<file path="src/design/pfma_pkg.sv">
// Shared types, constants and helper functions for the page frame map allocator.
// Used by every module of the block; no dependencies of its own.
package pfma_pkg;

    // Default sizes of the map
    localparam int DEF_NUM_PAGES      = 65536;
    localparam int DEF_RESERVED_PAGES = 2560;
    localparam int QUEUE_DEPTH        = 4;

    // Fixed field widths
    localparam int WORD_W     = 64;   // map bits held in one memory word
    localparam int BIT_W      = 6;    // bit index within a word
    localparam int ADDR_W     = 32;
    localparam int PAGE_SHIFT = 12;
    localparam int PAGE_W     = 20;   // page number taken from a byte address
    localparam int LIM_W      = 21;   // page counts up to the largest map size
    localparam int MEMKB_W    = 22;
    localparam int CMD_W      = 2;
    localparam int STAT_W     = 2;
    localparam int TDATA_W    = 40;
    localparam int EXTRA_KB   = 1024;

    // Commands on the request channel
    localparam logic [CMD_W-1:0] CMD_INIT  = 2'd0;
    localparam logic [CMD_W-1:0] CMD_ALLOC = 2'd1;
    localparam logic [CMD_W-1:0] CMD_FREE  = 2'd2;

    // Result status codes
    localparam logic [STAT_W-1:0] ST_OK        = 2'd0;
    localparam logic [STAT_W-1:0] ST_NONE_FREE = 2'd1;
    localparam logic [STAT_W-1:0] ST_IGNORED   = 2'd2;

    // Classified operations handed from front to back
    localparam logic [1:0] OP_INIT  = 2'd0;
    localparam logic [1:0] OP_ALLOC = 2'd1;
    localparam logic [1:0] OP_FREE  = 2'd2;
    localparam logic [1:0] OP_REPLY = 2'd3;   // answer at once with the given status

    typedef struct packed {
        logic [1:0]        op;
        logic [PAGE_W-1:0] page;
        logic [STAT_W-1:0] status;
    } req_t;

    // Index of the lowest set bit (0 when none is set)
    function automatic logic [BIT_W-1:0] lowest_set(input logic [WORD_W-1:0] v);
        logic [BIT_W-1:0] idx;
        idx = '0;
        for (int i = WORD_W - 1; i >= 0; i--) begin
            if (v[i]) begin
                idx = BIT_W'(i);
            end
        end
        return idx;
    endfunction

    // Bits j of a word for which base + j < bound
    function automatic logic [WORD_W-1:0] span_mask(input logic [LIM_W-1:0] base,
                                                    input logic [LIM_W-1:0] bound);
        logic [LIM_W-1:0]  diff;
        logic [WORD_W-1:0] m;
        diff = bound - base;
        if (bound <= base) begin
            m = '0;
        end else if (diff >= LIM_W'(WORD_W)) begin
            m = '1;
        end else begin
            m = ~({WORD_W{1'b1}} << diff[BIT_W-1:0]);
        end
        return m;
    endfunction

endpackage

</file>
<file path="src/design/pfma_front.sv">
// Front end: takes requests from the input channel, decodes and checks them.
// Depends on pfma_pkg; feeds pfma_queue.
module pfma_front
    import pfma_pkg::*;
#(
    parameter int NUM_PAGES = DEF_NUM_PAGES
) (
    input  logic               aclk,
    input  logic               aresetn,
    input  logic               s_tvalid,
    output logic               s_tready,
    input  logic [TDATA_W-1:0] s_tdata,     // [1:0] command, [33:2] page_byte_address
    input  logic               clear_busy,
    output logic               push_valid,
    input  logic               push_ready,
    output req_t               push_req
);

    logic             valid_reg, valid_next;
    req_t             req_reg, req_next;
    req_t             decoded;
    logic [CMD_W-1:0]  cmd;
    logic [ADDR_W-1:0] addr;
    logic [PAGE_W-1:0] page;

    assign cmd  = s_tdata[CMD_W-1:0];
    assign addr = s_tdata[CMD_W+ADDR_W-1:CMD_W];
    assign page = addr[ADDR_W-1:PAGE_SHIFT];

    // Decode the command; bad frees are answered without touching the map
    always_comb begin
        decoded.op     = OP_REPLY;
        decoded.page   = page;
        decoded.status = ST_OK;
        case (cmd)
            CMD_INIT:  decoded.op = OP_INIT;
            CMD_ALLOC: decoded.op = OP_ALLOC;
            CMD_FREE: begin
                if (addr == '0 || {1'b0, page} >= LIM_W'(NUM_PAGES)) begin
                    decoded.status = ST_IGNORED;
                end else begin
                    decoded.op = OP_FREE;
                end
            end
            default: decoded.op = OP_REPLY;
        endcase
    end

    // One holding stage towards the queue
    assign s_tready   = !clear_busy && (!valid_reg || push_ready);
    assign push_valid = valid_reg;
    assign push_req   = req_reg;

    always_comb begin
        valid_next = valid_reg;
        req_next   = req_reg;
        if (push_ready) begin
            valid_next = 1'b0;
        end
        if (s_tvalid && s_tready) begin
            valid_next = 1'b1;
            req_next   = decoded;
        end
    end

    always_ff @(posedge aclk) begin
        if (!aresetn) begin
            valid_reg <= 1'b0;
        end else begin
            valid_reg <= valid_next;
        end
        req_reg <= req_next;
    end

endmodule

</file>
<file path="config.mk">
export PLATFORM = sky130hd
export DESIGN_NAME = pfma_front
export DESIGN_NICKNAME = d
export VERILOG_FILES = /design/src/design/pfma_pkg.sv /design/src/design/pfma_front.sv
export SDC_FILE = /design/constraint.sdc
export NUM_CORES = 1
export LEC_CHECK = 0
export BUFFER_PORTS_ARGS = -buffer_cell sky130_fd_sc_hd__buf_4
export CAP_MARGIN = 10
export CORE_MARGIN = 2
export CORE_UTILIZATION = 28
export DETAILED_ROUTE_END_ITERATION = 12
export GPL_TIMING_DRIVEN = 1
export MAX_ROUTING_LAYER = met4
export PLACE_DENSITY = 0.62
export SYNTH_ARGS = -nofsm -noshare
export SYNTH_HDL_FRONTEND = slang
export SYNTH_SLANG_ARGS = --single-unit
</file>
<file path="constraint.sdc">
create_clock -name aclk -period 2.37 [get_ports aclk]
set_input_delay 0.1185 -clock aclk [delete_from_list [all_inputs] [get_ports aclk]]
set_output_delay 0.1185 -clock aclk [all_outputs]
set_load 0.01 [all_outputs]
</file>
Word-level counts from Yosys, hierarchy flattened:

Index checks and enable logic that the tools add are counted.
Widths: inputs -> output; s select.

* $add $sub $neg: 0
* multipliers: 0
* div/mod/pow operators: 0
* magnitude comparators: 1
* equality and inequality tests: 2
* shift-type cells: 0
* muxes and demuxes: 5
* bitwise operators: 0
* reduce and logical (&&, ||, !) cells: 9

Operators with widths (number)
* $logic_not 32->1: 1
* $ge 20x17->1 const B: 1
* $pmux 2 s3: 1
* $mux 1: 3
* $eq 2x1->1 const B: 1
* $eq 2x2->1 const B: 1
* $logic_and 1x1->1: 2
* $logic_not 1->1: 2
* $logic_not 2->1: 1
* $logic_or 1x1->1: 2
* $mux 2: 1
* $reduce_bool 2->1: 1

* flip-flop bits (word level): 25
* bits in latches: 0
* memory bits (writable): 0
* ROM bits: 0
* output and inout port bits: 26
* logic and storage cells: 21
* memories kept: 0

Depth between registers and ports, before layout:

* depth after elaboration: 5
* depth in mapped cells: 3
* depth with buffers taken out: 3

Worst setup path after synthesis:

OpenSTA, ideal clock, no wires.

* path kind: register to register
* from: reg valid_reg, in the netlist push_valid
* to: reg req_reg (netlist bit push_req[10]), enable pin
* library setup time: 0.382 ns
* arrival time: 1.242 ns
* required time: 1.988 ns
* setup slack: 0.746 ns
* stages on the path, launching flop included: 3
* buffers on the path: 0
* clock period less this slack: 1.624 ns
* cell sequence: dfxtp_1 -> a21oi_1 -> and2_1

* cells in the longest elaborated chain, start to end: 4

Ends and longest elaborated chain
* start: declaration: RTL line pfma_front.sv:19 `logic valid_reg, valid_next;`
* start signal: assignment: RTL line pfma_front.sv:70 `valid_reg <= valid_next;`
* $logic_not 1->1: RTL line pfma_front.sv:50 `assign s_tready = !clear_busy && (!valid_reg || push_ready);`
* $logic_or 1x1->1: RTL line pfma_front.sv:50
* $logic_and 1x1->1: RTL line pfma_front.sv:50
* via s_tready: RTL line pfma_front.sv:11 `output logic s_tready,`
* $logic_and 1x1->1: RTL line pfma_front.sv:60 `if (s_tvalid && s_tready) begin`
* end signal: assignment: RTL line pfma_front.sv:72 `req_reg <= req_next;`
* end: declaration: RTL line pfma_front.sv:20 `req_t req_reg, req_next;`

The timed path passes the listed nets, and every way through them passes these cells.
A chain may end at the register's enable or synchronous reset.

==> impl_metrics.csv <==
group,metric,value,unit
power,p_per_area,561,mW/mm^2
cts,post_cts_buffers,0,
cts,ctsResizeCount,0,
place,routabilityCongestion,0.683,
yosys,syn_area_per_cell,17.6,um^2
power,power.leakage,0.691,nW
floorplanning,coreArea,0.00298,mm^2
timing,hold_violations,0,
cts,clkLatencyLatePin,0.31,ns
floorplanning,fp.dieH,59.5,um
yosys,mappedNetlistNets,94,
cts,postCtsHoldBufs,22,
power,p_seq_share,53.1,%
floorplanning,floorplan.die_area,0.00354,mm^2
power,comb_power_share,15.3,%
power,p_int,748,uW
power,p_sw,176,uW
floorplanning,die_x,59.5,um
yosys,syn-cell-area,862,um^2
timing,fin_worst_skew,0.00116,ns
layout,fill_cells,237,
critical_path,crit_path_end_kind,"flip-flop",
power,fin_total_pwr,924,uW
drt,dr_total_vias,778,
critical_path,rr_startpoint,"push_valid$_SDFFE_PN0P_",
layout,layout-area-overhead-vs-synth,90.9,%
drt,routedWlPerCell,13.0,um
floorplanning,initial_core_util,28.9,%
yosys,yosys_warnings,0,
floorplanning,row_count,20,
global_routing,grt_max_degree,20,
layout,drive_above_1_share,51.1,%
floorplanning,io_pins,71,
yosys,synth_cells,49,
timing,fmax,682,MHz
drt,drc,0,
timing,slew_violations,0,
timing,fin_crit_sh,61.8,%
timing,fin_setup_tns,0,ns
layout,nNetsFinal,183,
global_routing,overflow,0,
global_routing,antenna_found_initial,0,
power,ir_drop,0.000352,V
cts,htree_num_levels,1,
timing,min_period,1.47,ns
place,portBuffers,63,
yosys,yosysUniqueCellTypes,17,
layout,diodes,0,
run_status,status,"completed",
global_routing,grt_pass1_wl,3170,um
drt,ant_nets,0,
power,pwr-share-clk,31.6,%
drt,drt_iter0_drc,12,
yosys,synth-seq-cells,24,
power,sw_frac_of_total,19.1,%
critical_path,startpoint,"s_tdata[30]",
min_path,min_path_cells,3,
global_routing,gr-usage-all-layers,12.9,%
cts,clk_pin_slew_worst_paths,0.13,ns
drt,drt-vias-per-instance,4.58,
timing,finalSetupViolations,0,
cts,cts_buffers,3,
cts,clock_path_buffers,2,
flow_run,maxCapViolCount,0,
yosys,ys_seq_area_share,82.4,%
critical_path,startpoint_type,"input port",
cts,clock-root-buffer,"clkbuf_4",
critical_path,worstRegToRegCells,3,
critical_path,cp_max_fo,2,
drt,first_pass_iters,3,
cts,cts_tree,"built",
min_path,hold_class,"in2reg",
critical_path,arrival,1.55,ns
drt,drt_wl_total,2220,um
global_routing,grt_pass1_vias,745,
timing,grt_setup_unrepaired,"no",
min_path,min_from,"s_tdata[0]",
cts,cts.sinks,24,
place,dp_hpwl,1560,um
critical_path,worst-setup-path-type,"in2reg",
critical_path,crit_required,2.45,ns
-- metal layers --
layer,vias up,wire length [um],track usage [%]
li1,372,-,-
met1,362,893,12.3
met2,42,1100,22.0
met3,2,201,5.68
met4,0,19,6.17
met5,-,0,-
-- logic make-up (layout without fill, tap and decap cells) --
logic type	after synthesis	after routing	share of synthesized area, %
DFF	24	24	82.4
and+or+nand+nor	15	15	11.2
AOI/OAI and AO/OA	5	5	3.77
buffers and inverters	4	92	2.18
other	1	1	0.435
-- metrics by stage --
| stage | hold slack (ns) | area, um^2 | utilization, % | setup slack, ns | std cells |
|---|---|---|---|---|---|
| floorplan | 0.217 | 862 | - | 0.746 | 49 |
| global placement | 0.307 | 1370 | 46.1 | 1.00 | 144 |
| detailed placement | 0.308 | 1370 | 46.1 | 0.958 | 144 |
| CTS | 0.0777 | 1650 | 55.3 | 0.932 | 170 |
| global route | 0.0656 | 1650 | 55.3 | 0.835 | 170 |
| finish | 0.0894 | 1650 | 55.3 | 0.905 | 170 |
-- power groups by stage --
stage | clock [mW] | sequential, mW | combinational [mW]
3_3_place_gp | 0 | 0.501 | 0.110
3_5_place_dp | 0 | 0.501 | 0.112
2_1_floorplan | 0 | 0.511 | 0.0182
4_1_cts | 0.304 | 0.491 | 0.141
6_report | 0.292 | 0.491 | 0.141
5_1_grt | 0.326 | 0.493 | 0.151
-- worst max-delay path: stages --
cell	delay, ns
dlygate4sd3_1	0.55
buf_4	0.14
or4_4	0.54
a21oi_2	0.14
o21ai_1	0.07
-- final cells by class --
type | count | area [um^2] | share of cell area (%)
multi-input cells | 21 | 133 | 8.06
flip-flops and latches | 24 | 711 | 43.2
inverters | 2 | 7.51 | 0.456
clock inverters | 1 | 30.0 | 1.83
repair buffers | 86 | 701 | 42.6
well taps | 33 | 41.3 | 2.51
clock buffers | 3 | 22.5 | 1.37
-- cell usage after synthesis, drive strengths merged --
master  count  area share (%)
a21oi       2             1.6
a22o        1             1.0
buf         1            0.87
inv         2            0.87
dfxtp       1             2.3
clkbuf      1            0.43
nor4        7             5.1
edfxtp     23              80
nand4       3             2.2
conb        1            0.43
and2        2             1.5
nor2b       1            0.73
nand2       1            0.43
o21ai       2             1.2
or4         1             1.3
-- path summary, 6_finish.rpt --
check,to,slack (ns)
max,push_req[22]$_DFFE_PP_,0.90
min,push_req[22]$_DFFE_PP_,0.09
max reg2reg,push_req[14]$_DFFE_PP_,0.92
min reg2reg,push_valid$_SDFFE_PN0P_,0.65
-- placed cells by master (no fill, tap or decap), drive strengths merged --
master       synthesis  layout
a21oi                2       2
a22o                 1       1
and2                 2       2
buf                  1      64
bufinv               0       1
clkbuf               1       3
conb                 1       1
dfxtp                1       1
dlygate4sd3          0      22
edfxtp              23      23
inv                  2       2
nand2                1       1
nand4                3       3
nor2b                1       1
nor4                 7       7
o21ai                2       2
or4                  1       1
-- registers in the layout (all words and copies together), names as in the netlist --
| name | flops |
|---|---|
| push_req | 23 |
| push_valid | 1 |
No activity file was read; power rests on OpenSTA's default activity.
