## src/design/pfma_pkg.sv

```systemverilog
// Shared types, constants and helper functions for the page frame map allocator.
// Used by every module of the block; no dependencies of its own.
package pfma_pkg;

    // Default sizes of the map
    localparam int DEF_NUM_PAGES      = 65536;
    localparam int DEF_RESERVED_PAGES = 2560;
    localparam int QUEUE_DEPTH        = 4;

    // Fixed field widths
    localparam int WORD_W     = 64;   // map bits held in one memory word
    localparam int BIT_W      = 6;    // bit index within a word
    localparam int ADDR_W     = 32;
    localparam int PAGE_SHIFT = 12;
    localparam int PAGE_W     = 20;   // page number taken from a byte address
    localparam int LIM_W      = 21;   // page counts up to the largest map size
    localparam int MEMKB_W    = 22;
    localparam int CMD_W      = 2;
    localparam int STAT_W     = 2;
    localparam int TDATA_W    = 40;
    localparam int EXTRA_KB   = 1024;

    // Commands on the request channel
    localparam logic [CMD_W-1:0] CMD_INIT  = 2'd0;
    localparam logic [CMD_W-1:0] CMD_ALLOC = 2'd1;
    localparam logic [CMD_W-1:0] CMD_FREE  = 2'd2;

    // Result status codes
    localparam logic [STAT_W-1:0] ST_OK        = 2'd0;
    localparam logic [STAT_W-1:0] ST_NONE_FREE = 2'd1;
    localparam logic [STAT_W-1:0] ST_IGNORED   = 2'd2;

    // Classified operations handed from front to back
    localparam logic [1:0] OP_INIT  = 2'd0;
    localparam logic [1:0] OP_ALLOC = 2'd1;
    localparam logic [1:0] OP_FREE  = 2'd2;
    localparam logic [1:0] OP_REPLY = 2'd3;   // answer at once with the given status

    typedef struct packed {
        logic [1:0]        op;
        logic [PAGE_W-1:0] page;
        logic [STAT_W-1:0] status;
    } req_t;

    // Index of the lowest set bit (0 when none is set)
    function automatic logic [BIT_W-1:0] lowest_set(input logic [WORD_W-1:0] v);
        logic [BIT_W-1:0] idx;
        idx = '0;
        for (int i = WORD_W - 1; i >= 0; i--) begin
            if (v[i]) begin
                idx = BIT_W'(i);
            end
        end
        return idx;
    endfunction

    // Bits j of a word for which base + j < bound
    function automatic logic [WORD_W-1:0] span_mask(input logic [LIM_W-1:0] base,
                                                    input logic [LIM_W-1:0] bound);
        logic [LIM_W-1:0]  diff;
        logic [WORD_W-1:0] m;
        diff = bound - base;
        if (bound <= base) begin
            m = '0;
        end else if (diff >= LIM_W'(WORD_W)) begin
            m = '1;
        end else begin
            m = ~({WORD_W{1'b1}} << diff[BIT_W-1:0]);
        end
        return m;
    endfunction

endpackage

```

## src/design/pfma_queue.sv

```systemverilog
// Short FIFO of decoded requests between front and back end.
// Depends on pfma_pkg for the request type.
module pfma_queue
    import pfma_pkg::*;
#(
    parameter int DEPTH = QUEUE_DEPTH
) (
    input  logic aclk,
    input  logic aresetn,
    input  logic push_valid,
    output logic push_ready,
    input  req_t push_req,
    output logic pop_valid,
    input  logic pop_ready,
    output req_t pop_req
);

    localparam int PTR_W = (DEPTH > 1) ? $clog2(DEPTH) : 1;
    localparam int CNT_W = $clog2(DEPTH + 1);

    req_t             entry_reg [DEPTH];
    logic [PTR_W-1:0] wr_ptr_reg, wr_ptr_next;
    logic [PTR_W-1:0] rd_ptr_reg, rd_ptr_next;
    logic [CNT_W-1:0] count_reg, count_next;
    logic             do_push, do_pop;

    assign push_ready = (count_reg != CNT_W'(DEPTH));
    assign pop_valid  = (count_reg != '0);
    assign pop_req    = entry_reg[rd_ptr_reg];
    assign do_push    = push_valid && push_ready;
    assign do_pop     = pop_valid && pop_ready;

    // Pointer and fill bookkeeping
    always_comb begin
        wr_ptr_next = wr_ptr_reg;
        rd_ptr_next = rd_ptr_reg;
        count_next  = count_reg;
        if (do_push) begin
            wr_ptr_next = (wr_ptr_reg == PTR_W'(DEPTH - 1)) ? '0 : wr_ptr_reg + PTR_W'(1);
        end
        if (do_pop) begin
            rd_ptr_next = (rd_ptr_reg == PTR_W'(DEPTH - 1)) ? '0 : rd_ptr_reg + PTR_W'(1);
        end
        if (do_push && !do_pop) begin
            count_next = count_reg + CNT_W'(1);
        end else if (do_pop && !do_push) begin
            count_next = count_reg - CNT_W'(1);
        end
    end

    always_ff @(posedge aclk) begin
        if (!aresetn) begin
            wr_ptr_reg <= '0;
            rd_ptr_reg <= '0;
            count_reg  <= '0;
        end else begin
            wr_ptr_reg <= wr_ptr_next;
            rd_ptr_reg <= rd_ptr_next;
            count_reg  <= count_next;
        end
        if (do_push) begin
            entry_reg[wr_ptr_reg] <= push_req;
        end
    end

endmodule

```

## config.mk

```make
export PLATFORM = sky130hd
export DESIGN_NAME = pfma_queue
export DESIGN_NICKNAME = d
export VERILOG_FILES = /design/src/design/pfma_pkg.sv /design/src/design/pfma_queue.sv
export SDC_FILE = /design/constraint.sdc
export NUM_CORES = 1
export LEC_CHECK = 0
export ABC_AREA = 0
export BUFFER_PORTS_ARGS = -buffer_cell sky130_fd_sc_hd__buf_2
export CORE_MARGIN = 10
export CORE_UTILIZATION = 61
export DETAILED_ROUTE_END_ITERATION = 10
export GPL_TIMING_DRIVEN = 0
export PLACE_DENSITY = 0.84
export SYNTH_ARGS = -nofsm -noshare
export SYNTH_HDL_FRONTEND = slang
export SYNTH_SLANG_ARGS = --single-unit
```

## constraint.sdc

```tcl
create_clock -name aclk -period 4.8 [get_ports aclk]
set_input_delay 0.96 -clock aclk [delete_from_list [all_inputs] [get_ports aclk]]
set_output_delay 0.96 -clock aclk [all_outputs]
set_load 0.02 [all_outputs]
```

; ---- Word level (Yosys, flattened, before mapping)
; Memories as Yosys holds them, arrays and structs flattened. A register that Yosys moved wholly into a read port is not among the register bits.
; Cells that the tools add are included.
[totals]
word_cells = 27
memories = 1
mem_bits_rw = 96
ff_bits = 7
[mem_list]
columns = memory, words, width, rd, rd_ports_with_merged_regs, wr, line
row1 = entry_reg, 4, 24, 1, 1, 1, pfma_queue.sv:21  ; req_t entry_reg [DEPTH];
[classes]
reduce_logical = 8
addsub = 4
eq_ne = 3
muxes = 8
[ops]
columns = operator, n
row1 = two-way mux 2 bit, 4
row2 = two-way mux 3 bit, 2
row3 = adder 2 x 1 -> 2 bit (second input constant), 2
row4 = == test 2 bit (second input constant), 2
row5 = logical AND 1 bit, 4
row6 = adder 3 x 1 -> 3 bit (second input constant), 1
row7 = inequality test 3 bit (second input constant), 1
row8 = nonzero test 3 bit, 1
row9 = subtractor 3 x 1 -> 3 bit (second input constant), 1
row10 = zero test 1 bit, 2
row11 = two-way mux 1 bit, 2
row12 = nonzero test 2 bit, 1

; ---- Longest topological paths before layout
[logic_depth]
ltp_word = 6
mapped_depth = 9

; ---- Worst setup path after synthesis
; OpenSTA, ideal clock, no wires.
[synth_timing]
path_type = in2reg
from = input port pop_ready
to = register count_reg[2]
path_stages = 7
t_required_ns = 4.730
slack_ns = 2.319
setup_time_ns = 0.070
t_arrival_ns = 2.411
path_cell_list = o31ai_1 ha_1 inv_1 fa_1 xor2_1 or3_2 a21boi_1
[synth_between]
elab_chain_len = 4
[synth_lines]
columns = item, line
row1 = "start, declared", pfma_queue.sv:14  ; input logic pop_ready,
row2 = logical AND 1 bit (*), pfma_queue.sv:31  ; assign do_pop = pop_valid && pop_ready;
row3 = zero test 1 bit, pfma_queue.sv:44  ; if (do_push && !do_pop) begin
row4 = logical AND 1 bit, pfma_queue.sv:44
row5 = two-way mux 3 bit / nonzero test 2 bit (equally long branches), -
row6 = "end signal, assigned", pfma_queue.sv:59  ; count_reg <= count_next;
row7 = "end, declared", pfma_queue.sv:24  ; logic [CNT_W-1:0] count_reg, count_next;
; Every way passes the cells marked *; elsewhere a longest branch is shown, timed or not.
; A chain may end at the register's enable or synchronous reset.

==> flow_metrics.env <==
export IMPL_outcome="finished, final reports clean"
export IMPL_layout_area_overhead_vs_synth_pct=14.7
export IMPL_finalSetupViolations=0
export IMPL_clkSlewWorstSetupHoldPaths_ns=0.09
export IMPL_critical_path_reg2reg_endpoint="count_reg[2]$_SDFFE_PN0P_"
export IMPL_max_reg_flops=96
export IMPL_critPathMaxStageDelay_ns=0.55
export IMPL_portion_of_the_clock_cycle_consumed_by_the_worst_path_in_the_final_layout_pct=59.2
export IMPL_hold_path_end="wr_ptr_reg[1]$_SDFFE_PN0P_"
export IMPL_final_net_count=276
export IMPL_most_common_cell_after_layout_fill_and_taps_aside="sky130_fd_sc_hd__edfxtp_1"
export IMPL_netlist_top_cells_area="sky130_fd_sc_hd__edfxtp_1 (73%), sky130_fd_sc_hd__mux4_2 (14%), sky130_fd_sc_hd__dfxtp_1 (4.6%)"
export IMPL_first_global_vias=2004
export IMPL_cts_htree_levels=3
export IMPL_synth_yosys_warnings=0
export IMPL_layout_setup_ws_ns=1.96
export IMPL_final_cell_mix="sky130_fd_sc_hd__edfxtp_1 (96), sky130_fd_sc_hd__buf_2 (56), sky130_fd_sc_hd__mux4_2 (24)"
export IMPL_post_route_drc_count=0
export IMPL_report_final_slew_viol_count=0
export IMPL_timing_final_crit_period_ns=2.84
export IMPL_synth_seq_area_share_pct=77.6
export IMPL_placement_rows=29
export IMPL_critical_path_launch_point_type="register"
export IMPL_num_fill_cells=373
export IMPL_layout_area_seq_um2=3060
export IMPL_drive_gt1_share_pct=43.1
export IMPL_timing_hold_worst_start="wr_ptr_reg[1]$_SDFFE_PN0P_"
export IMPL_firstDrtPassIters=4
export IMPL_yosys_area_top_type_share_pct=73.0
export IMPL_synth_lib_cells_used_distinct=28
export IMPL_min_path_type="register to register"
export IMPL_vdd_drop_max_mv=0.350
export IMPL_dpl_hpwl_um=4500
export IMPL_ant_nets=0
export IMPL_critical_path_reg2reg_startpoint="count_reg[1]$_SDFFE_PN0P_"
export IMPL_clk_root_buf="sky130_fd_sc_hd__clkbuf_8"
export IMPL_finalClockSkew_ns=0.00776
export IMPL_timing_critical_path_slowest_stage_cell="sky130_fd_sc_hd__mux4_2"
export IMPL_coreArea_um2=6310
export IMPL_grt_pass1_wl_um=10600
export IMPL_die_height_um=100
export IMPL_synthesis_instances=177
export IMPL_power_leakage_nw=1.57
export IMPL_regToRegSetupSlack_ns=2.41
export IMPL_grtUsageTotal_pct=13.8
export IMPL_holdPathStages=2
export IMPL_hold_violations=0
export IMPL_total_nets_after_synthesis=212
export IMPL_largest_net_degree_at_the_start_of_global_routing=25
export IMPL_numClockSinks=105
export IMPL_vias=1848
export IMPL_multi_input_comb_area_um2=826
export IMPL_required_time_of_the_worst_setup_path_ns=3.84
export IMPL_effective_utilization_at_floorplan_pct=62.5
export IMPL_die_width_um=100
export IMPL_maximum_root_to_sink_buffer_count=2
export IMPL_max_slew_worst_pin_slew_ns=0.659
export IMPL_crit_path_end_kind="output port"
export IMPL_wire_per_inst_um=20.8
export IMPL_maxClockFrequency_mhz=352
export IMPL_post_place_ws_ns=2.08
export IMPL_number_of_design_rule_violations_left_by_the_first_detailed_router_iteration=82
export IMPL_fin_tns_setup_ns=0
export IMPL_yosys_register_bits=105
export IMPL_place_gp_congestion=0.731
export IMPL_critical_path_peak_fanout=10
export IMPL_wirelength_um=6710
export IMPL_avgViaCountPerCell=5.72
export IMPL_critPathKind="register to output port"
export IMPL_antenna_violations_before_repair=0
export IMPL_max_slew_margin_rel_pct=56.0
export IMPL_worst_r2r_cell_count=7
export IMPL_arrival_time_reported_for_the_critical_path_endpoint_ns=1.88
export IMPL_timing_critical_path_max_delay_family="buffers and inverters"
export IMPL_ratio_of_total_power_to_cell_area_nw_per_um2=524
export IMPL_tritoncts="built"
export IMPL_clk_insertion_delay_late_ns=0.36
export IMPL_synthesis_area_um2=3950
export IMPL_synth_avg_cell_area_um2=22.3
export IMPL_inserted_clock_buffers=9
export IMPL_maxCapViolCount=0
export IMPL_cp_cell_sequence="buf_2 > buf_4 > mux4_2 > buf_2"
export IMPL_antenna_cell_count=0
export IMPL_postCtsSetupBuffers=0
export IMPL_cpMostUsedCell="sky130_fd_sc_hd__buf_2"
export IMPL_boundary_pin_count=54
export IMPL_worst_hold_slack_ns=0.513
export IMPL_grt_ovfl_total=0
export IMPL_worst_path_buf_inv=3
export IMPL_hold_buffers=0
export IMPL_port_buffer_count=53
export IMPL_synth_largest_area_cell="sky130_fd_sc_hd__edfxtp_1"
export IMPL_die_area_um2=10100
export IMPL_grt_setup_unrepaired="false"
export IMPL_cts_resized=0
[logic make-up (layout without fill, tap and decap cells)]
family,after synthesis,in the layout,synth area share (%)
flops,105,105,77.6
mux,26,26,14.2
xor+xnor,2,2,0.444
simple gates,20,20,2.98
compound gates,6,6,0.887
buf+inv,11,80,1.52
fa+ha+maj,7,7,2.41
[routing by layer]
metal | vias to the layer above | GRT usage [%] | share of wire [%]
met5 | - | 0 | 0
met4 | 0 | 5.00 | 1.4
met3 | 8 | 4.73 | 4.7
met2 | 41 | 23.0 | 53
met1 | 952 | 16.2 | 41
li1 | 847 | - | -
[power by group]
group	leakage, nW	internal (W)	total [W]	switching (W)
clock	0.106	0.000293	0.000576	0.000282
combinational	0.512	0.000277	0.000641	0.000364
sequential	0.954	0.00111	0.00115	0.0000411
total	1.57	0.00168	0.00237	0.000687
[how the worst max path moves through the flow]
| stage | startpoint | slack (ns) | to | cells after the start |
|---|---|---|---|---|
| 3_5_place_dp | pop_ready | 2.08 | count_reg[2]$_SDFFE_PN0P_ | 8 |
| 2_1_floorplan | pop_ready | 2.32 | count_reg[2]$_SDFFE_PN0P_ | 7 |
| 6_report | register | 1.96 | pop_req[7] | 4 |
| 3_3_place_gp | pop_ready | 2.14 | count_reg[2]$_SDFFE_PN0P_ | 8 |
| 4_1_cts | register | 1.91 | pop_req[7] | 4 |
| 5_1_grt | register | 1.83 | pop_req[7] | 4 |
[worst register-to-register path, stage by stage (launching register included)]
cell	delay [ns]
sky130_fd_sc_hd__dfxtp_1	0.37
sky130_fd_sc_hd__o31ai_1	0.53
sky130_fd_sc_hd__ha_1	0.28
sky130_fd_sc_hd__inv_1	0.06
sky130_fd_sc_hd__fa_1	0.38
sky130_fd_sc_hd__xor2_1	0.16
sky130_fd_sc_hd__or3_2	0.41
sky130_fd_sc_hd__a21boi_1	0.14
[cell type report]
| type | instances | area share [%] |
|---|---|---|
| plain buffers | 8 | 1.08 |
| clock buffers | 9 | 2.74 |
| clock inverters | 7 | 2.07 |
| inverters | 3 | 0.249 |
| multi-input cells | 61 | 18.2 |
| flip-flops and latches | 105 | 67.6 |
| well taps | 77 | 2.13 |
| repair buffers | 53 | 5.86 |
[synth_stat cells]
master and n:
sky130_fd_sc_hd__edfxtp_1 96, sky130_fd_sc_hd__mux4_2 24, sky130_fd_sc_hd__dfxtp_1 9, sky130_fd_sc_hd__ha_1 6
sky130_fd_sc_hd__nand2_1 5, sky130_fd_sc_hd__and3_2 4, sky130_fd_sc_hd__buf_2 3, sky130_fd_sc_hd__inv_1 3
sky130_fd_sc_hd__o21ai_0 3, sky130_fd_sc_hd__buf_4 2, sky130_fd_sc_hd__mux2i_1 2, sky130_fd_sc_hd__nand3_1 2
sky130_fd_sc_hd__nor2_1 2, sky130_fd_sc_hd__or3_2 2, sky130_fd_sc_hd__a21boi_1 1, sky130_fd_sc_hd__and2_1 1
sky130_fd_sc_hd__and2_4 1, sky130_fd_sc_hd__buf_1 1, sky130_fd_sc_hd__buf_6 1, sky130_fd_sc_hd__clkbuf_1 1
sky130_fd_sc_hd__fa_1 1, sky130_fd_sc_hd__nand4_1 1, sky130_fd_sc_hd__nor2b_1 1, sky130_fd_sc_hd__o21ai_1 1
sky130_fd_sc_hd__o31ai_1 1, sky130_fd_sc_hd__or3b_1 1, sky130_fd_sc_hd__xnor2_1 1, sky130_fd_sc_hd__xor2_1 1
[stage by stage]
stage                     std cells  util, %  power (W)  instance area [um2]
after global routing            323     71.7    0.00248                 4530
after global placement          307     68.3    0.00181                 4310
final                           323     71.7    0.00237                 4530
after CTS                       323     71.7    0.00239                 4530
after floorplan                 177        -    0.00163                 3950
after detailed placement        307     68.3    0.00183                 4310
(Power assumes the default switching activity.)
